**config.mk**
```make
export PLATFORM = sky130hd
export DESIGN_NAME = bldc_hall_commutation_speed_loop_unit
export DESIGN_NICKNAME = d
export VERILOG_FILES = /design/src/sv/bhcs_pkg.sv /design/src/sv/bhcs_commutate.sv /design/src/sv/bhcs_speed_loop.sv /design/src/sv/bldc_hall_commutation_speed_loop_unit.sv
export SDC_FILE = /design/constraint.sdc
export NUM_CORES = 1
export LEC_CHECK = 0
export BUFFER_PORTS_ARGS = -buffer_cell sky130_fd_sc_hd__buf_2
export CORE_UTILIZATION = 40
export DETAILED_ROUTE_END_ITERATION = 8
export PLACE_DENSITY = 0.63
export REMOVE_ABC_BUFFERS = 1
export SETUP_SLACK_MARGIN = 0.2
export SYNTH_ARGS = -nofsm -noshare
export SYNTH_HDL_FRONTEND = slang
export SYNTH_SLANG_ARGS = --single-unit
```
**constraint.sdc**
```tcl
create_clock -name clk -period 14.8 [get_ports clk]
set_clock_uncertainty 0.15 [all_clocks]
set_input_delay 1.48 -clock clk [delete_from_list [all_inputs] [get_ports clk]]
set_output_delay 1.48 -clock clk [all_outputs]
set_load 0.005 [all_outputs]
```
**src/sv/bhcs_pkg.sv**
```systemverilog
// ----------------------------------------------------------------------------
// bhcs_pkg
// shared types, tables, register codes and helpers for the hall commutation
// and speed loop unit
// ----------------------------------------------------------------------------
package bhcs_pkg;

    // defaults for the top level parameters
    localparam int unsigned PWM_PERIOD_US_DEF   = 2000;
    localparam int unsigned REPORT_INTERVAL_DEF = 10;

    // register map, word index = paddr[3:2]
    localparam logic [1:0] REG_TARGET = 2'd0;
    localparam logic [1:0] REG_ORIGIN = 2'd1;
    localparam logic [1:0] REG_GAIN   = 2'd2;

    localparam int unsigned ADDR_W     = 4;
    localparam logic [9:0]  GAIN_RESET = 10'd300;
    localparam logic [6:0]  DUTY_FULL  = 7'd100;
    localparam logic [10:0] PW_SAT     = 11'h7FF;

    // x*5/3 ~= (x*3415) >> 11, exact after truncation for |x| <= 128
    localparam logic [19:0] VEL_RECIP = 20'd3415;
    localparam int unsigned VEL_SHIFT = 11;

    // switch pattern per drive state, bit0 ph1 low .. bit5 ph3 high
    localparam logic [5:0] SW_TABLE [8] = '{
        6'h12, 6'h18, 6'h09, 6'h21, 6'h24, 6'h06, 6'h00, 6'h00
    };

    // rotor state per hall pattern, 7 marks the invalid patterns
    localparam logic [2:0] HALL_MAP [8] = '{
        3'd7, 3'd5, 3'd3, 3'd4, 3'd1, 3'd0, 3'd2, 3'd7
    };

    // commutation result
    typedef struct packed {
        logic [5:0] sw;
        logic [7:0] pos;
    } com_t;

    // speed loop result
    typedef struct packed {
        logic              fwd;
        logic [10:0]       pw;
        logic signed [8:0] vel;
        logic              report;
    } spd_t;

    // on-time for a duty, evaluated only at elaboration
    function automatic logic [10:0] pw_calc(input int unsigned period,
                                            input int unsigned duty);
        logic [63:0] p;
        p = 64'(period) * 64'(duty) / 64'd100;
        return (p > 64'(PW_SAT)) ? PW_SAT : p[10:0];
    endfunction

    // velocity from an 8-bit signed position delta, truncated toward zero
    function automatic logic signed [8:0] vel_of(input logic [7:0] delta);
        logic [7:0]  mag;
        logic [19:0] prod;
        logic [8:0]  q;
        mag  = delta[7] ? 8'(-delta) : delta;
        prod = 20'(mag) * VEL_RECIP;
        q    = 9'(prod >> VEL_SHIFT);
        return signed'(delta[7] ? 9'(-q) : q);
    endfunction

endpackage

```
**src/sv/bhcs_commutate.sv**
```systemverilog
// ----------------------------------------------------------------------------
// bhcs_commutate
// hall decode, drive state with lead and origin, switch pattern and
// rotor position tracking
// ----------------------------------------------------------------------------
module bhcs_commutate
(
    input  logic             clk,
    input  logic             rst_n,
    input  logic             fire,
    input  logic [2:0]       hall_bits,
    input  logic [2:0]       origin,
    input  logic             fwd,
    output logic [7:0]       pos_cur,
    output bhcs_pkg::com_t   com
);

    logic [7:0] pos_reg;
    logic [7:0] pos_next;
    logic [2:0] last_rs_reg;
    logic [2:0] rs;
    logic [4:0] lead;
    logic [4:0] sum;
    logic [2:0] ds;
    logic [3:0] diff;
    logic [7:0] step;

    always_comb
    begin
        rs   = bhcs_pkg::HALL_MAP[hall_bits];
        lead = fwd ? 5'd2 : 5'd30;
        sum  = {2'b00, rs} - {2'b00, origin} + lead + 5'd6;

        // sum spans -3..15; a negative sum keeps its two's complement low bits
        priority if (sum[4])
            ds = sum[2:0];
        else if (sum >= 5'd12)
            ds = 3'(sum - 5'd12);
        else if (sum >= 5'd6)
            ds = 3'(sum - 5'd6);
        else
            ds = sum[2:0];

        // a jump of five is one step the other way round
        diff = {1'b0, rs} - {1'b0, last_rs_reg};
        priority if (diff == 4'd5)
            step = 8'hFF;
        else if (diff == 4'b1011)
            step = 8'd1;
        else
            step = {{4{diff[3]}}, diff};

        pos_next = pos_reg + step;
    end

    always_ff @(posedge clk or negedge rst_n)
    begin
        if (!rst_n)
        begin
            pos_reg     <= '0;
            last_rs_reg <= '0;
        end
        else if (fire)
        begin
            pos_reg     <= pos_next;
            last_rs_reg <= rs;
        end
    end

    assign pos_cur = pos_reg;
    assign com.sw  = bhcs_pkg::SW_TABLE[ds];
    assign com.pos = pos_next;

endmodule

```
**src/sv/bhcs_speed_loop.sv**
```systemverilog
// ----------------------------------------------------------------------------
// bhcs_speed_loop
// velocity measurement, proportional duty with lead direction, pwm on-time
// and report tick counter
// ----------------------------------------------------------------------------
module bhcs_speed_loop
#(
    parameter int unsigned PWM_PERIOD_US   = bhcs_pkg::PWM_PERIOD_US_DEF,
    parameter int unsigned REPORT_INTERVAL = bhcs_pkg::REPORT_INTERVAL_DEF
)
(
    input  logic               clk,
    input  logic               rst_n,
    input  logic               fire,
    input  logic               is_tick,
    input  logic signed [15:0] target,
    input  logic [9:0]         gain,
    input  logic [7:0]         pos_cur,
    input  logic [7:0]         pos_next,
    output logic               fwd_now,
    output bhcs_pkg::spd_t     spd
);

    localparam logic [3:0] RPT = 4'(REPORT_INTERVAL);

    logic [7:0]        plt_reg;
    logic [7:0]        plt_next;
    logic signed [8:0] vel_pre_reg;
    logic signed [8:0] vel_pre_next;
    logic [6:0]        duty_reg;
    logic [6:0]        duty_next;
    logic              fwd_reg;
    logic              fwd_next;
    logic [3:0]        tick_reg;
    logic [3:0]        tick_next;
    logic [3:0]        tick_inc;
    logic              rpt_hit;
    logic signed [16:0] verr;
    logic signed [27:0] err;
    logic [27:0]       err_mag;
    logic [6:0]        duty_err;
    logic [10:0]       pw_lut [128];

    // on-time per duty, constant table
    for (genvar d = 0; d < 128; d++)
    begin : g_pw
        assign pw_lut[d] = bhcs_pkg::pw_calc(PWM_PERIOD_US, d);
    end

    always_comb
    begin
        // velocity for this tick was prepared when the last item left
        verr     = 17'(target) - 17'(vel_pre_reg);
        err      = 28'(verr) * 28'(signed'({1'b0, gain}));
        err_mag  = err[27] ? 28'(-err) : 28'(err);
        duty_err = (err_mag > 28'(bhcs_pkg::DUTY_FULL)) ? bhcs_pkg::DUTY_FULL
                                                         : err_mag[6:0];

        tick_inc = tick_reg + 4'd1;
        rpt_hit  = (tick_inc >= RPT);

        duty_next = duty_reg;
        fwd_next  = fwd_reg;
        tick_next = tick_reg;
        plt_next  = plt_reg;
        if (is_tick)
        begin
            tick_next = rpt_hit ? 4'd0 : tick_inc;
            plt_next  = pos_cur;
            if (target == '0)
                duty_next = bhcs_pkg::DUTY_FULL;
            else
            begin
                duty_next = duty_err;
                fwd_next  = !err[27];
            end
        end

        vel_pre_next = bhcs_pkg::vel_of(pos_next - plt_next);
    end

    always_ff @(posedge clk or negedge rst_n)
    begin
        if (!rst_n)
        begin
            plt_reg     <= '0;
            vel_pre_reg <= '0;
            duty_reg    <= '0;
            fwd_reg     <= 1'b1;
            tick_reg    <= '0;
        end
        else if (fire)
        begin
            plt_reg     <= plt_next;
            vel_pre_reg <= vel_pre_next;
            duty_reg    <= duty_next;
            fwd_reg     <= fwd_next;
            tick_reg    <= tick_next;
        end
    end

    assign fwd_now    = fwd_next;
    assign spd.fwd    = fwd_next;
    assign spd.pw     = pw_lut[duty_next];
    assign spd.vel    = is_tick ? vel_pre_reg : 9'sd0;
    assign spd.report = is_tick & rpt_hit;

endmodule

```
**src/sv/bldc_hall_commutation_speed_loop_unit.sv**
```systemverilog
// ----------------------------------------------------------------------------
// bldc_hall_commutation_speed_loop_unit
// Six-step hall commutation with a proportional speed loop. Each input word
// is a hall edge (func 0) or a control tick (func 1) carrying the three hall
// bits, and each one gives exactly one result word: the six-switch enable
// pattern, the pwm on-time, the tracked rotor position, the velocity measured
// on a tick and a report flag on every REPORT_INTERVAL-th tick. The unit
// takes one word per clock when the output side is not stalled; a word sits
// in the input register while the compute stage works on it, and its result
// is written to the result register when the stage fires, where it waits
// until the output side is not stalled. That single compute stage, which also
// updates the rotor state, sets the rate. The output register lets the next
// word enter while a result waits; the input side stalls only when both
// registers are full and the output is stalled. Registers over apb: 0x0
// target_velocity (16 bit signed), 0x4 origin_rotor_state (3 bit),
// 0x8 speed_gain (10 bit, reset 300); write them only while idle.
// ----------------------------------------------------------------------------
module bldc_hall_commutation_speed_loop_unit
#(
    parameter int unsigned PWM_PERIOD_US   = bhcs_pkg::PWM_PERIOD_US_DEF,
    parameter int unsigned REPORT_INTERVAL = bhcs_pkg::REPORT_INTERVAL_DEF
)
(
    input  logic                        clk,
    input  logic                        rst_n,

    // apb register port
    input  logic                        psel,
    input  logic                        penable,
    input  logic                        pwrite,
    input  logic [bhcs_pkg::ADDR_W-1:0] paddr,
    input  logic [31:0]                 pwdata,
    output logic [31:0]                 prdata,
    output logic                        pready,

    // input words
    input  logic                        in_valid,
    output logic                        in_stall,
    input  logic                        func,
    input  logic [2:0]                  hall_bits,

    // result words
    output logic                        out_valid,
    input  logic                        out_stall,
    output logic [5:0]                  switch_enable,
    output logic [10:0]                 pulse_width_us,
    output logic signed [7:0]           motor_position_out,
    output logic signed [8:0]           measured_velocity,
    output logic                        report_now
);

    localparam logic [10:0] PW_MAX = bhcs_pkg::pw_calc(PWM_PERIOD_US, 100);

    // configuration registers
    logic signed [15:0] target_reg;
    logic [2:0]         origin_reg;
    logic [9:0]         gain_reg;
    logic               cfg_wr;

    // input register
    logic               in_vld_reg;
    logic               func_reg;
    logic [2:0]         hall_reg;
    logic               in_take;
    logic               fire;

    // result register
    logic               out_vld_reg;
    logic [5:0]         sw_reg;
    logic [10:0]        pw_reg;
    logic [7:0]         pos_reg;
    logic signed [8:0]  vel_reg;
    logic               rpt_reg;

    logic [7:0]         pos_cur;
    logic               fwd_now;
    bhcs_pkg::com_t     com;
    bhcs_pkg::spd_t     spd;

    // ---------------- register port ----------------
    assign pready = 1'b1;
    assign cfg_wr = psel & penable & pwrite & pready;

    always_ff @(posedge clk or negedge rst_n)
    begin
        if (!rst_n)
        begin
            target_reg <= '0;
            origin_reg <= '0;
            gain_reg   <= bhcs_pkg::GAIN_RESET;
        end
        else if (cfg_wr)
        begin
            unique case (paddr[3:2])
                bhcs_pkg::REG_TARGET: target_reg <= pwdata[15:0];
                bhcs_pkg::REG_ORIGIN: origin_reg <= pwdata[2:0];
                bhcs_pkg::REG_GAIN:   gain_reg   <= pwdata[9:0];
                default: ;
            endcase
        end
    end

    always_comb
    begin
        unique case (paddr[3:2])
            bhcs_pkg::REG_TARGET: prdata = {16'h0000, target_reg};
            bhcs_pkg::REG_ORIGIN: prdata = {29'h0, origin_reg};
            bhcs_pkg::REG_GAIN:   prdata = {22'h0, gain_reg};
            default:              prdata = '0;
        endcase
    end

    // ---------------- handshake ----------------
    // compute stage fires when the result register is free or draining
    assign fire     = in_vld_reg & (~out_vld_reg | ~out_stall);
    assign in_stall = in_vld_reg & out_vld_reg & out_stall;
    assign in_take  = in_valid & ~in_stall;

    always_ff @(posedge clk or negedge rst_n)
    begin
        if (!rst_n)
        begin
            in_vld_reg  <= 1'b0;
            out_vld_reg <= 1'b0;
        end
        else
        begin
            in_vld_reg <= in_take | (in_vld_reg & ~fire);
            if (fire)
                out_vld_reg <= 1'b1;
            else if (!out_stall)
                out_vld_reg <= 1'b0;
        end
    end

    // input payload, no reset needed
    always_ff @(posedge clk)
    begin
        if (in_take)
        begin
            func_reg <= func;
            hall_reg <= hall_bits;
        end
    end

    // ---------------- compute stage ----------------
    // the speed loop settles duty and lead first, commutation then uses the
    // fresh lead, and the new position feeds the next tick's velocity
    bhcs_speed_loop
    #(
        .PWM_PERIOD_US   (PWM_PERIOD_US),
        .REPORT_INTERVAL (REPORT_INTERVAL)
    )
    u_speed
    (
        .clk      (clk),
        .rst_n    (rst_n),
        .fire     (fire),
        .is_tick  (func_reg),
        .target   (target_reg),
        .gain     (gain_reg),
        .pos_cur  (pos_cur),
        .pos_next (com.pos),
        .fwd_now  (fwd_now),
        .spd      (spd)
    );

    bhcs_commutate u_commutate
    (
        .clk       (clk),
        .rst_n     (rst_n),
        .fire      (fire),
        .hall_bits (hall_reg),
        .origin    (origin_reg),
        .fwd       (fwd_now),
        .pos_cur   (pos_cur),
        .com       (com)
    );

    // result payload, no reset needed
    always_ff @(posedge clk)
    begin
        if (fire)
        begin
            sw_reg  <= com.sw;
            pw_reg  <= spd.pw;
            pos_reg <= com.pos;
            vel_reg <= spd.vel;
            rpt_reg <= spd.report;
        end
    end

    assign out_valid          = out_vld_reg;
    assign switch_enable      = sw_reg;
    assign pulse_width_us     = pw_reg;
    assign motor_position_out = pos_reg;
    assign measured_velocity  = vel_reg;
    assign report_now         = rpt_reg;

    // ---------------- assertions ----------------
    // a word leaving the compute stage always lands in the result register
    a_fire_lands: assert property (@(posedge clk) disable iff (!rst_n)
        fire |=> out_valid)
        else $error("computed word did not reach the result register");

    // duty never exceeds full scale, so on-time stays at or below full period
    a_pw_range: assert property (@(posedge clk) disable iff (!rst_n)
        out_valid |-> (pulse_width_us <= PW_MAX))
        else $error("pulse width above full-duty on-time");

    // an 8-bit delta scaled by 5/3 stays within +-213
    a_vel_range: assert property (@(posedge clk) disable iff (!rst_n)
        out_valid |-> (measured_velocity >= -9'sd213 && measured_velocity <= 9'sd213))
        else $error("measured velocity out of range");

endmodule
```
[Word-level counts from Yosys, hierarchy flattened]
Memories as Yosys holds them, arrays and structs flattened. A register that Yosys moved wholly into a read port is not among the register bits.
Index checks and enable logic that the tools add are counted.
Word-level totals
  flip-flop bits (word level): 93
  memory bits (read-only): 1480
  input port bits: 47
  output and inout bits: 70
  word-level logic and storage cells: 90
  memories: 3
Memory list
  (name not given): depth 128, width 11, read ports 1, clocked after Yosys merged registers in 1, wr ports 0, RTL line bhcs_speed_loop.sv:104  | assign spd.pw = pw_lut[duty_next];
  (name not given): depth 8, width 6, read ports 1, clocked after Yosys merged registers in 1, wr ports 0, RTL line bhcs_commutate.sv:71  | assign com.sw = bhcs_pkg::SW_TABLE[ds];
  (name not given): depth 8, width 3, read ports 1, clocked after Yosys merged registers in 0, wr ports 0, RTL line bhcs_commutate.sv:30  | rs = bhcs_pkg::HALL_MAP[hall_bits];
Operators by class
  add/subtract/negate cells: 13
  multipliers: 2
  magnitude comparators: 5
  eq/ne operators: 5
  mux-type cells: 21
  bitwise gates (word level): 17
  reductions and logical operators: 7
Operator list (number)
  one-hot mux 16 bit (3 select lines): 1
  two-way mux 8 bit: 4
  > comparator 28 x 7 -> 1 bit, second input constant: 1
  multiplier 17 x 11 -> 28 bit: 1
  two-way mux 28 bit: 1
  negation 28 bit: 1
  two-way mux 7 bit: 3
  multiplier 8 x 12 -> 20 bit, second input constant: 1
  subtractor 16 x 9 -> 17 bit: 1
  logical NOT 16 bit: 1
  two-way mux 3 bit: 5
  two-way mux 9 bit: 1
  negation 9 bit: 1
  adder 8 bit: 1
  AND 1 bit: 8
  greater-or-equal comparator 4 bit, second input constant: 2
  negation 8 bit: 1
  NOT 3 -> 4 bit: 2
  NOT 7 -> 8 bit: 1
  AND reduction 2 bit: 4
  subtractor 3 x 3 -> 4 bit: 2
  subtractor 8 bit: 1
  subtractor 3 bit, second input constant: 2
  adder 5 x 3 -> 5 bit, second input constant: 1
  other kinds (16): 23

[Longest topological paths before layout]
Gate-level depths: netlist (run 1).
  depth in word-level cells: 15
  gate-level depth with buffers: 49
  depth with buffers taken out: 47

[Cells and area by module]
From an unflattened synthesis (run 1), not the netlist that was laid out.
Second synthesis, totals
  cells, all modules: 1988
  area total of the unflattened synthesis: 17762.0 um^2
Modules (own cells, without submodules)
  bhcs_speed_loop: times used 1, cells an instance 1694, area each 13829.5 um^2
  bldc_hall_commutation_speed_loop_unit: times used 1, cells an instance 164, area each 2737.6 um^2
  bhcs_commutate: times used 1, cells an instance 130, area each 1194.9 um^2

[Least setup slack after synthesis (run 1)]
OpenSTA, ideal clock, no wires.
  kind: register to register
  start point: register target_reg[0]
  end point: register pw_reg[5] (netlist: pulse_width_us[5]), data pin
  library setup time: 0.275 ns
  arrival: 10.371 ns
  data required time: 14.375 ns
  path slack: 4.004 ns
  stages on the path, launching flop included: 46
  clock period less this slack: 10.796 ns
  cells stage by stage: dfrtp_1 > inv_1 > ha_1 > fa_1 > nor2b_1 > o21ai_0 > a21boi_0 > o21ai_0 > a21boi_0 > o21ai_0 > a21boi_0 > o21ai_0 > a21boi_0 > o21ai_0 > a21boi_0 > o21a_1 > o21ai_1 > clkbuf_1 > [10 not listed] > ha_1 > clkbuf_1 > o21ai_0 > a21oi_1 > nor2_1 > a211oi_1 > o31ai_1 > a22oi_1 > a21oi_1 > o22a_1 > a2111oi_2 > or4b_4 > o31ai_4 > inv_1 > ha_1 > mux2_1 > mux2i_1 > a22oi_1
Between the ends
  longest elaborated chain between the ends: 9
RTL lines
  from (decl): RTL line bldc_hall_commutation_speed_loop_unit.sv:55  | logic signed [15:0] target_reg;
  from (signal assigned): RTL line bldc_hall_commutation_speed_loop_unit.sv:95  | bhcs_pkg::REG_TARGET: target_reg <= pwdata[15:0];
  subtractor 16 x 9 -> 17 bit: RTL line bhcs_speed_loop.sv:53  | verr = 17'(target) - 17'(vel_pre_reg);
  multiplier 17 x 11 -> 28 bit: RTL line bhcs_speed_loop.sv:54  | err = 28'(verr) * 28'(signed'({1'b0, gain}));
  negation 28 bit: RTL line bhcs_speed_loop.sv:55  | err_mag = err[27] ? 28'(-err) : 28'(err);
  two-way mux 28 bit: RTL line bhcs_speed_loop.sv:55
  > comparator 28 x 7 -> 1 bit: RTL line bhcs_speed_loop.sv:56  | duty_err = (err_mag > 28'(bhcs_pkg::DUTY_FULL)) ? bhcs_pkg::DUTY_FULL
  two-way mux 7 bit: RTL line bhcs_speed_loop.sv:56
  two-way mux 7 bit *: RTL line bhcs_speed_loop.sv:70  | if (target == '0)
  two-way mux 7 bit *: RTL line bhcs_speed_loop.sv:66  | if (is_tick)
  via u_speed.duty_next[1]: RTL line bhcs_speed_loop.sv:31  | logic [6:0] duty_next;
  NOT 7 -> 8 bit (not written as such) *: RTL line bhcs_speed_loop.sv:104
  to (decl): RTL line bldc_hall_commutation_speed_loop_unit.sv:70  | logic [10:0] pw_reg;
Mark *: on every way through the listed nets, which the timed path passes. The rest lies on a longest branch.
A chain may end at the register's enable or synchronous reset.

[Final worst setup path (run 1)]
  start point: register target_reg[0]
  end point: register pw_reg[5] (netlist: pulse_width_us[5]), data pin
Between the ends
  longest elaborated chain between the ends: 9
RTL lines (RTL line)
  subtractor 16 x 9 -> 17 bit: bhcs_speed_loop.sv:53
  multiplier 17 x 11 -> 28 bit: bhcs_speed_loop.sv:54
  negation 28 bit: bhcs_speed_loop.sv:55
  two-way mux 28 bit: bhcs_speed_loop.sv:55
  > comparator 28 x 7 -> 1 bit: bhcs_speed_loop.sv:56
  two-way mux 7 bit: bhcs_speed_loop.sv:56
  two-way mux 7 bit *: bhcs_speed_loop.sv:70
  two-way mux 7 bit *: bhcs_speed_loop.sv:66
  NOT 7 -> 8 bit (not written as such) *: bhcs_speed_loop.sv:104
Every way passes the cells marked *; elsewhere a longest branch is shown, timed or not.

==> results of run 1 <==
[layout by cell type (no fill, tap or decap), types with 58 or more instances in the layout]
cell / instances
ha_1: 169
nand2_1: 196
fa_1: 184
inv_1: 323
a21oi_1: 58
o21ai_0: 78
dfrtp_1: 66
buf_2: 80
nor2_1: 105
and2_1: 72
[metal layers]
| metal | vias to the layer above | GRT usage (%) | share of wire (%) |
|---|---|---|---|
| met5 | - | 0 | 0 |
| met4 | 0 | 7.43 | 3.0 |
| met3 | 65 | 2.68 | 4.1 |
| met2 | 297 | 31.0 | 46 |
| met1 | 6595 | 25.9 | 47 |
| li1 | 6550 | - | - |
[path summary, 6_finish.rpt]
path	endpoint	depth (start not counted)	slack, ps
max in group asynchronous	u_speed.duty_reg[5]	2	12700
min in group asynchronous	target_reg[8]	1	760
hold reg to reg	u_speed.duty_reg[4]	2	330
setup reg to reg	pulse_width_us[5]	44	2320
setup / recovery	pulse_width_us[5]	44	2320
hold / removal	u_speed.duty_reg[4]	2	330
[layout make-up]
class                   count  area share [%]
clock buffers               9            1.23
multi-input cells        1444            69.2
inverters                 326            6.69
well taps                 539            3.69
clock inverters             7           0.636
repair buffers             89            2.56
flip-flops and latches    109            16.0
[critical path, delay by kind of cell, from the launching register on]
family	cells	cell delay, ps
AOI/OAI and AO/OA	18	5140
adders and majority gates	9	4030
buffers and inverters	6	400
DFF	1	410
muxes	2	440
and+or+nand+nor	9	1610
[logic make-up (layout without fill, tap and decap cells)]
kind of cell / count (synthesis) / in the layout / synth area share [%]
other: 2 / 17 / 0.0438
DFF: 109 / 109 / 17.0
buffers and inverters: 411 / 431 / 9.48
xor gates and xnor gates: 76 / 76 / 3.96
muxes: 62 / 62 / 3.86
and+or+nand+nor: 598 / 598 / 17.6
AOI/OAI and AO/OA: 338 / 338 / 14.2
adders and majority gates: 353 / 353 / 33.8
[synthesized netlist by cell type (all sizes together), types with 33 or more instances]
cell type / instances
a21oi: 61
and2: 73
clkbuf: 57
dfrtp: 66
edfxtp: 38
fa: 184
ha: 169
inv: 324
mux2: 33
nand2: 196
nand3: 42
nor2: 105
o21ai: 85
xnor2: 52
[metrics by stage]
step | cell area, um^2 | instances | hold slack [ps] | utilization (%) | setup WS, ps
2_1_floorplan | 16800 | 1879 | 292 | - | 3810
3_3_place_gp | 18000 | 2507 | 313 | 42.6 | 2710
3_5_place_dp | 18000 | 2507 | 319 | 42.6 | 2430
4_1_cts | 18300 | 2523 | 338 | 43.4 | 2360
5_1_grt | 18300 | 2523 | 358 | 43.4 | 1170
6_report | 18300 | 2523 | 328 | 43.4 | 2320
==> impl_metrics.py, run 1 <==
metrics = {
    "grt": {
        "grt_max_degree": 62,
        "antenna_found_initial": 0,
        "track_usage_pct": 19.1,
        "grt_first_pass_wirelength_um": 67700,
        "overflow": 0,
        "grt_pass1_vias": 13600,
    },
    "timing": {
        "min_period_over_period_pct": 84.3,
        "finalSetupTns_ps": 0,
        "rsz0062_at_grt": "false",
        "fmax_mhz": 80.2,
        "hold_viol_final": 0,
        "finalMaxSlewViolations": 0,
        "setup_violations": 0,
        "worst_pin_slew_ps": 1130,
        "period_needed_ps": 12480,
        "relSlewSlack_pct": 22.3,
    },
    "yosys": {
        "yosysTopAreaCellShare_pct": 21.5,
        "synth_top_area_cell": "fa_1",
        "ys.flop_type": "dfrtp_1",
        "netlist_area_mm2": 0.0172,
        "ys_async_sr_fraction_pct": 65.1,
        "synth_cells": 1949,
        "syn_area_per_cell_um2": 8.80,
        "yosysSeqAreaShare_pct": 17.0,
        "ys_warn_count": 0,
        "synth_seq_cells": 109,
        "netlist-cell-type-count": 107,
        "synth_enable_flop_cells": 38,
        "synthTopCellsByArea": "fa_1 21%, ha_1 12%, dfrtp_1 9.6%, inv_1 7.1%, edfxtp_1 6.7%",
    },
    "clocking": {
        "cts_root_buf": "clkbuf_16",
        "hold_buffers": 0,
        "cts_buffer_depth": 2,
        "cts_buffers": 9,
        "cts_max_level": 3,
        "cts_resized": 0,
        "clkTransAtPathRegs_ps": 80,
        "cts_tree": "built",
        "clock-sinks": 109,
        "clock_latency_ps": 390,
        "postCtsSetupRepairBufs": 0,
    },
    "critical_path": {
        "arrival_ps": 12440,
        "regToRegStartpoint": "target_reg[0]",
        "crit_path_start": "target_reg[0]",
        "critPathCaptureType": "register",
        "worstSetupPathType": "reg -> reg",
        "path_max_fanout": 17,
        "slowest_delay_ps": 800,
        "cp_slowest_cell": "o21ai_1",
        "start_kind": "register",
        "critPathRequiredTime_ps": 14770,
    },
    "hold_path": {
        "holdCritPathClass": "reg -> reg",
        "hold_start": "u_speed.duty_reg[4]",
    },
    "routing": {
        "drtIter0Drc": 812,
        "ant_nets": 0,
        "firstDrtPassIters": 5,
        "wl_um": 40000,
        "drc_errors": 0,
        "wl_per_cell_um": 15.9,
        "routed-via-count": 13500,
        "viasPerCell": 5.35,
    },
    "final_layout": {
        "nFillCells": 4094,
        "area_growth_pct": 6.66,
        "largest_reg_flops": 16,
        "num-nets-final": 2379,
        "regArea_mm2": 0.00292,
        "multi_input_area_mm2": 0.0127,
        "antenna_cells": 0,
        "drive_gt1_share_pct": 9.32,
    },
    "floorplan": {
        "die_w_um": 209,
        "row_count": 75,
        "die-area_mm2": 0.0437,
        "core-area_mm2": 0.0421,
        "fp.dieH_um": 209,
        "start_util_pct": 40.7,
        "ioPinCount": 117,
    },
    "flow_run": {
        "cap_violations": 0,
    },
    "placement": {
        "gp_congestion": 0.913,
        "port_buffers": 81,
        "dp_hpwl_um": 32500,
    },
    "status": {
        "status": "completed",
    },
}
Power of run 1 is not shown: default switching activity piles up to over one toggle a cycle in this logic, so the estimate is an artifact.
==> run 2, diff against run 1 <==
==> constraint.sdc (replaced) <==
create_clock -name clk -period 12.24 [get_ports clk]
set_clock_uncertainty 0.15 [all_clocks]
set_input_delay 1.224 -clock clk [delete_from_list [all_inputs] [get_ports clk]]
set_output_delay 1.224 -clock clk [all_outputs]
set_load 0.005 [all_outputs]
==> run 2 against run 1 <==
Via count shrank 0.45%. Global-route usage rose by 0.27 points. Fmax rose by 10%. Critical path depth shrank 3. First-iteration DRC count shrank 8.1%.
==> impl_metrics.py, run 2 (synthesis results as in run 1) <==
metrics = {
    "placement": {
        "gp_congestion": 0.895,
        "dp_hpwl_um": 32800,
        "postPlaceCellArea_mm2": 0.0181,
        "dp_slack_ps": 176,
        "port_buffers": 81,
    },
    "floorplan": {
        "start_util_pct": 40.7,
        "die_w_um": 209,
        "die-area_mm2": 0.0437,
        "ioPinCount": 117,
        "row_count": 75,
        "fp.dieH_um": 209,
        "core-area_mm2": 0.0421,
    },
    "clocking": {
        "cts_max_level": 3,
        "clock_latency_ps": 390,
        "cts_buffer_depth": 2,
        "hold_buffers": 0,
        "clock-sinks": 109,
        "cts_root_buf": "clkbuf_16",
        "cts_buffers": 9,
        "cts_tree": "built",
        "clkTransAtPathRegs_ps": 70,
    },
    "final_layout": {
        "largest_reg_flops": 16,
        "num-nets-final": 2400,
        "final_cell_mix": "323 x inv_1, 196 x nand2_1, 183 x fa_1",
        "nFillCells": 4127,
        "stdcell_area_mm2": 0.0185,
        "fin_util_pct": 43.9,
        "final_common_cell": "inv_1",
        "regArea_mm2": 0.00292,
        "drive_gt1_share_pct": 11.0,
        "antenna_cells": 0,
        "multi_input_area_mm2": 0.0128,
        "area_growth_pct": 7.81,
    },
    "routing": {
        "ant_nets": 0,
        "drtIter0Drc": 746,
        "wl_um": 40400,
        "routed-via-count": 13400,
        "wl_per_cell_um": 15.9,
        "firstDrtPassIters": 5,
        "drc_errors": 0,
        "viasPerCell": 5.29,
    },
    "critical_path": {
        "regToRegStartpoint": "target_reg[0]",
        "critPathCaptureType": "register",
        "crit_path_start": "target_reg[0]",
        "start_kind": "register",
        "crit_path_frequent_cell": "fa_1",
        "cp_slowest_cell": "or4b_4",
        "path_max_fanout": 10,
        "arrival_ps": 11310,
        "critPathRequiredTime_ps": 12220,
        "slowest_delay_ps": 640,
        "worstSetupPathType": "reg -> reg",
    },
    "grt": {
        "grt_pass1_vias": 13900,
        "track_usage_pct": 19.4,
        "grt_max_degree": 58,
        "antenna_found_initial": 0,
        "grt_first_pass_wirelength_um": 68900,
        "overflow": 0,
    },
    "timing": {
        "setup_violations": 0,
        "worst_pin_slew_ps": 940,
        "period_needed_ps": 11330,
        "min_period_over_period_pct": 92.6,
        "fin_ws_ps": 907,
        "rsz0062_at_grt": "false",
        "fmax_mhz": 88.2,
        "relSlewSlack_pct": 37.3,
        "hold_viol_final": 0,
        "finalSetupTns_ps": 0,
        "finalMaxSlewViolations": 0,
    },
    "flow_run": {
        "cap_violations": 0,
    },
    "status": {
        "status": "completed",
    },
    "hold_path": {
        "holdCritPathClass": "reg -> reg",
        "hold_start": "u_speed.duty_reg[4]",
    },
}
==> run 2: changes by cell type in the layout (fill, tap and decap cells not counted), moves of 2 or more <==
cell,delta
o21ai_0,-2
o21ai_2,+2
a21boi_0,-6
a21boi_1,+5
bufinv_16,-2
buf_4,+21
inv_8,-2
clkbuf_8,+2
==> run 2: worst paths after layout <==
path                                        to  slack (ps)  cells past startpoint
setup / recovery             pulse_width_us[5]         910                     41
hold / removal             u_speed.duty_reg[4]         330                      2
setup reg to reg             pulse_width_us[5]         910                     41
hold reg to reg            u_speed.duty_reg[4]         330                      2
max in group asynchronous  u_speed.duty_reg[3]       10380                      2
min in group asynchronous       target_reg[13]         530                      1
==> run 2: metal layers <==
metal  vias up  global-route usage [%]  wire (um)
met1      6596                    25.7      19100
met4         0                    5.45        664
met3        36                    2.55       1280
li1       6589                       -          -
met2       225                    33.1      19300
met5         -                       0          0
==> run 2: per-stage QoR <==
step	instances	hold WS (ps)
after floorplan	1879	292
after global placement	2526	313
after detailed placement	2526	313
after CTS	2542	330
after global routing	2544	359
final	2544	327
==> run 2: worst max-delay path: cells and delay by family (launching register included) <==
kind / cells / cell delay [ps]
adders and majority gates: 9 / 3680
buffers and inverters: 5 / 350
DFF: 1 / 410
and+or+nand+nor: 8 / 2570
xor gates and xnor gates: 2 / 330
AOI/OAI and AO/OA: 15 / 3090
muxes: 2 / 460
==> run 2: timing repair <==
item / in CTS / in global routing
setup buffers: 0 / 2
endpoints found under the setup margin: 2 / 16
pin swaps: 0 / 2
resized for setup: 1 / 27
==> run 2: final cells by class <==
class	count	area share [%]
inverter	326	6.62
multi-input combinational	1444	69.0
tap	539	3.65
clock inverter	4	0.169
clock buffer	12	1.39
timing repair buffer	110	3.38
sequential	109	15.8
Power of run 2 is left out for the same reason.
==> run 3, diff against run 2 <==
--- a/config.mk
+++ b/config.mk
@@ -7,8 +7,10 @@
 export LEC_CHECK = 0
 export BUFFER_PORTS_ARGS = -buffer_cell sky130_fd_sc_hd__buf_2
 export CORE_UTILIZATION = 40
+export CTS_CLUSTER_DIAMETER = 50
 export DETAILED_ROUTE_END_ITERATION = 8
 export PLACE_DENSITY = 0.63
+export RECOVER_POWER = 25
 export REMOVE_ABC_BUFFERS = 1
 export SETUP_SLACK_MARGIN = 0.2
 export SYNTH_ARGS = -nofsm -noshare
==> run 3 against run 2 <==
The flow now finishes with violations (max-capacitance violations, max-slew violations). Setup slack got worse by 16 ps. Via count rose by 0.28%. Global-route usage unchanged. Final cell count is the same. Critical path type unchanged. Critical endpoint unchanged. Largest cell class unchanged. Highest routed layer unchanged.
==> impl_metrics.py, run 3 (synthesis results as in run 1) <==
metrics = {
    "flow_run": {
        "cap_violations": 2,
    },
    "critical_path": {
        "worstSetupPathType": "reg -> reg",
        "path_max_fanout": 10,
        "critPathCaptureType": "register",
        "reg2reg_to": "pulse_width_us[5]",
        "start_kind": "register",
        "arrival_ps": 11320,
        "reg2reg_setup_slack_ps": 890,
        "cp_slowest_cell": "or4b_4",
        "crit_path_frequent_cell": "fa_1",
        "slowest_delay_ps": 640,
        "critPathRequiredTime_ps": 12210,
        "regToRegStartpoint": "target_reg[0]",
        "r2r_cells": 41,
    },
    "timing": {
        "min_period_over_period_pct": 92.7,
        "worst_pin_slew_ps": 3270,
        "hold_viol_final": 0,
        "finalSetupTns_ps": 0,
        "period_needed_ps": 11350,
        "setup_violations": 0,
        "relSlewSlack_pct": -118,
        "fmax_mhz": 88.1,
        "rsz0062_at_grt": "false",
        "hold_slack_ps": 326,
        "finalMaxSlewViolations": 102,
    },
    "hold_path": {
        "holdPathEnd": "u_speed.duty_reg[4]",
        "hold_start": "u_speed.duty_reg[4]",
        "holdCritPathClass": "reg -> reg",
        "min_delay_path_depth": 2,
    },
    "floorplan": {
        "row_count": 75,
        "core-area_mm2": 0.0421,
        "ioPinCount": 117,
        "start_util_pct": 40.7,
        "die-area_mm2": 0.0437,
        "die_w_um": 209,
        "fp.dieH_um": 209,
    },
    "routing": {
        "firstDrtPassIters": 6,
        "ant_nets": 0,
        "routed-via-count": 13500,
        "drc_errors": 0,
        "drtIter0Drc": 706,
        "wl_um": 40500,
        "wl_per_cell_um": 15.9,
        "viasPerCell": 5.30,
    },
    "final_layout": {
        "final_common_cell": "inv_1",
        "largest_reg_flops": 16,
        "final_cell_mix": "323 x inv_1, 196 x nand2_1, 183 x fa_1",
        "area_growth_pct": 7.70,
        "drive_gt1_share_pct": 10.8,
        "num-nets-final": 2400,
        "antenna_cells": 0,
    },
    "grt": {
        "track_usage_pct": 19.4,
        "grt_pass1_vias": 13900,
        "antenna_found_initial": 0,
        "grt_max_degree": 58,
        "grt_first_pass_wirelength_um": 68900,
        "overflow": 0,
    },
    "status": {
        "violations": "max-capacitance violations, max-slew violations",
        "status": "complete, but fails checks",
    },
    "clocking": {
        "cts_root_buf": "clkbuf_16",
        "hold_buffers": 0,
        "cts_buffers": 9,
        "cts_buffer_depth": 2,
        "cts_max_level": 3,
        "clkTransAtPathRegs_ps": 70,
        "clock_latency_ps": 390,
        "clock-sinks": 109,
        "cts_tree": "built",
    },
    "placement": {
        "gp_congestion": 0.895,
        "dp_hpwl_um": 32800,
        "port_buffers": 81,
    },
}
run 3: critical path: cells and delay by family, from the launching register on:
family | cells | cell delay, ps
AOI/OAI and AO/OA | 15 | 3080
muxes | 2 | 460
xor gates and xnor gates | 2 | 330
buffers and inverters | 5 | 350
adders and majority gates | 9 | 3690
and+or+nand+nor | 8 | 2570
DFF | 1 | 410
run 3: worst max path at each step:
stage / from / endpoint / slack (ps) / depth (start not counted)
global placement: target_reg[0] / pulse_width_us[5] / 350 / 43
floorplan: target_reg[0] / pulse_width_us[5] / 1250 / 43
CTS: target_reg[0] / pulse_width_us[5] / 350 / 43
global route: target_reg[0] / pulse_width_us[5] / 210 / 45
detailed placement: target_reg[0] / pulse_width_us[5] / 180 / 43
finish: target_reg[0] / pulse_width_us[5] / 890 / 41
run 3: area by class of cell:
| type | instances | area (um^2) |
|---|---|---|
| fillers | 4132 | 23700 |
| clock buffers | 12 | 256 |
| multi-input cells | 1444 | 12800 |
| well taps | 539 | 674 |
| inverters | 326 | 1220 |
| flip-flops and latches | 109 | 2920 |
| clock inverters | 4 | 31.3 |
| repair buffers | 110 | 607 |
run 3: per-layer routing:
layer | up-vias | share of wire [%] | GRT usage, %
met1 | 6646 | 48 | 25.7
li1 | 6591 | - | -
met3 | 34 | 3.1 | 2.55
met5 | - | 0 | 0
met2 | 212 | 48 | 33.1
met4 | 0 | 1.5 | 5.45
run 3: metrics by stage:
| step | utilization [%] | cell area (um^2) | cells | setup slack (ps) |
|---|---|---|---|---|
| 6_report | 43.9 | 18500 | 2544 | 891 |
| 2_1_floorplan | - | 16800 | 1879 | 1250 |
| 3_3_place_gp | 43.0 | 18100 | 2526 | 354 |
| 5_1_grt | 43.9 | 18500 | 2544 | 214 |
| 4_1_cts | 43.7 | 18400 | 2542 | 354 |
| 3_5_place_dp | 43.0 | 18100 | 2526 | 176 |
run 3: what timing repair did:
item | in CTS | in global routing
setup endpoints to repair | 2 | 16
cloned | 0 | 0
resized for setup | 1 | 27
pin swaps | 0 | 2
buffers inserted | 0 | 2
Power of run 3 is left out for the same reason.
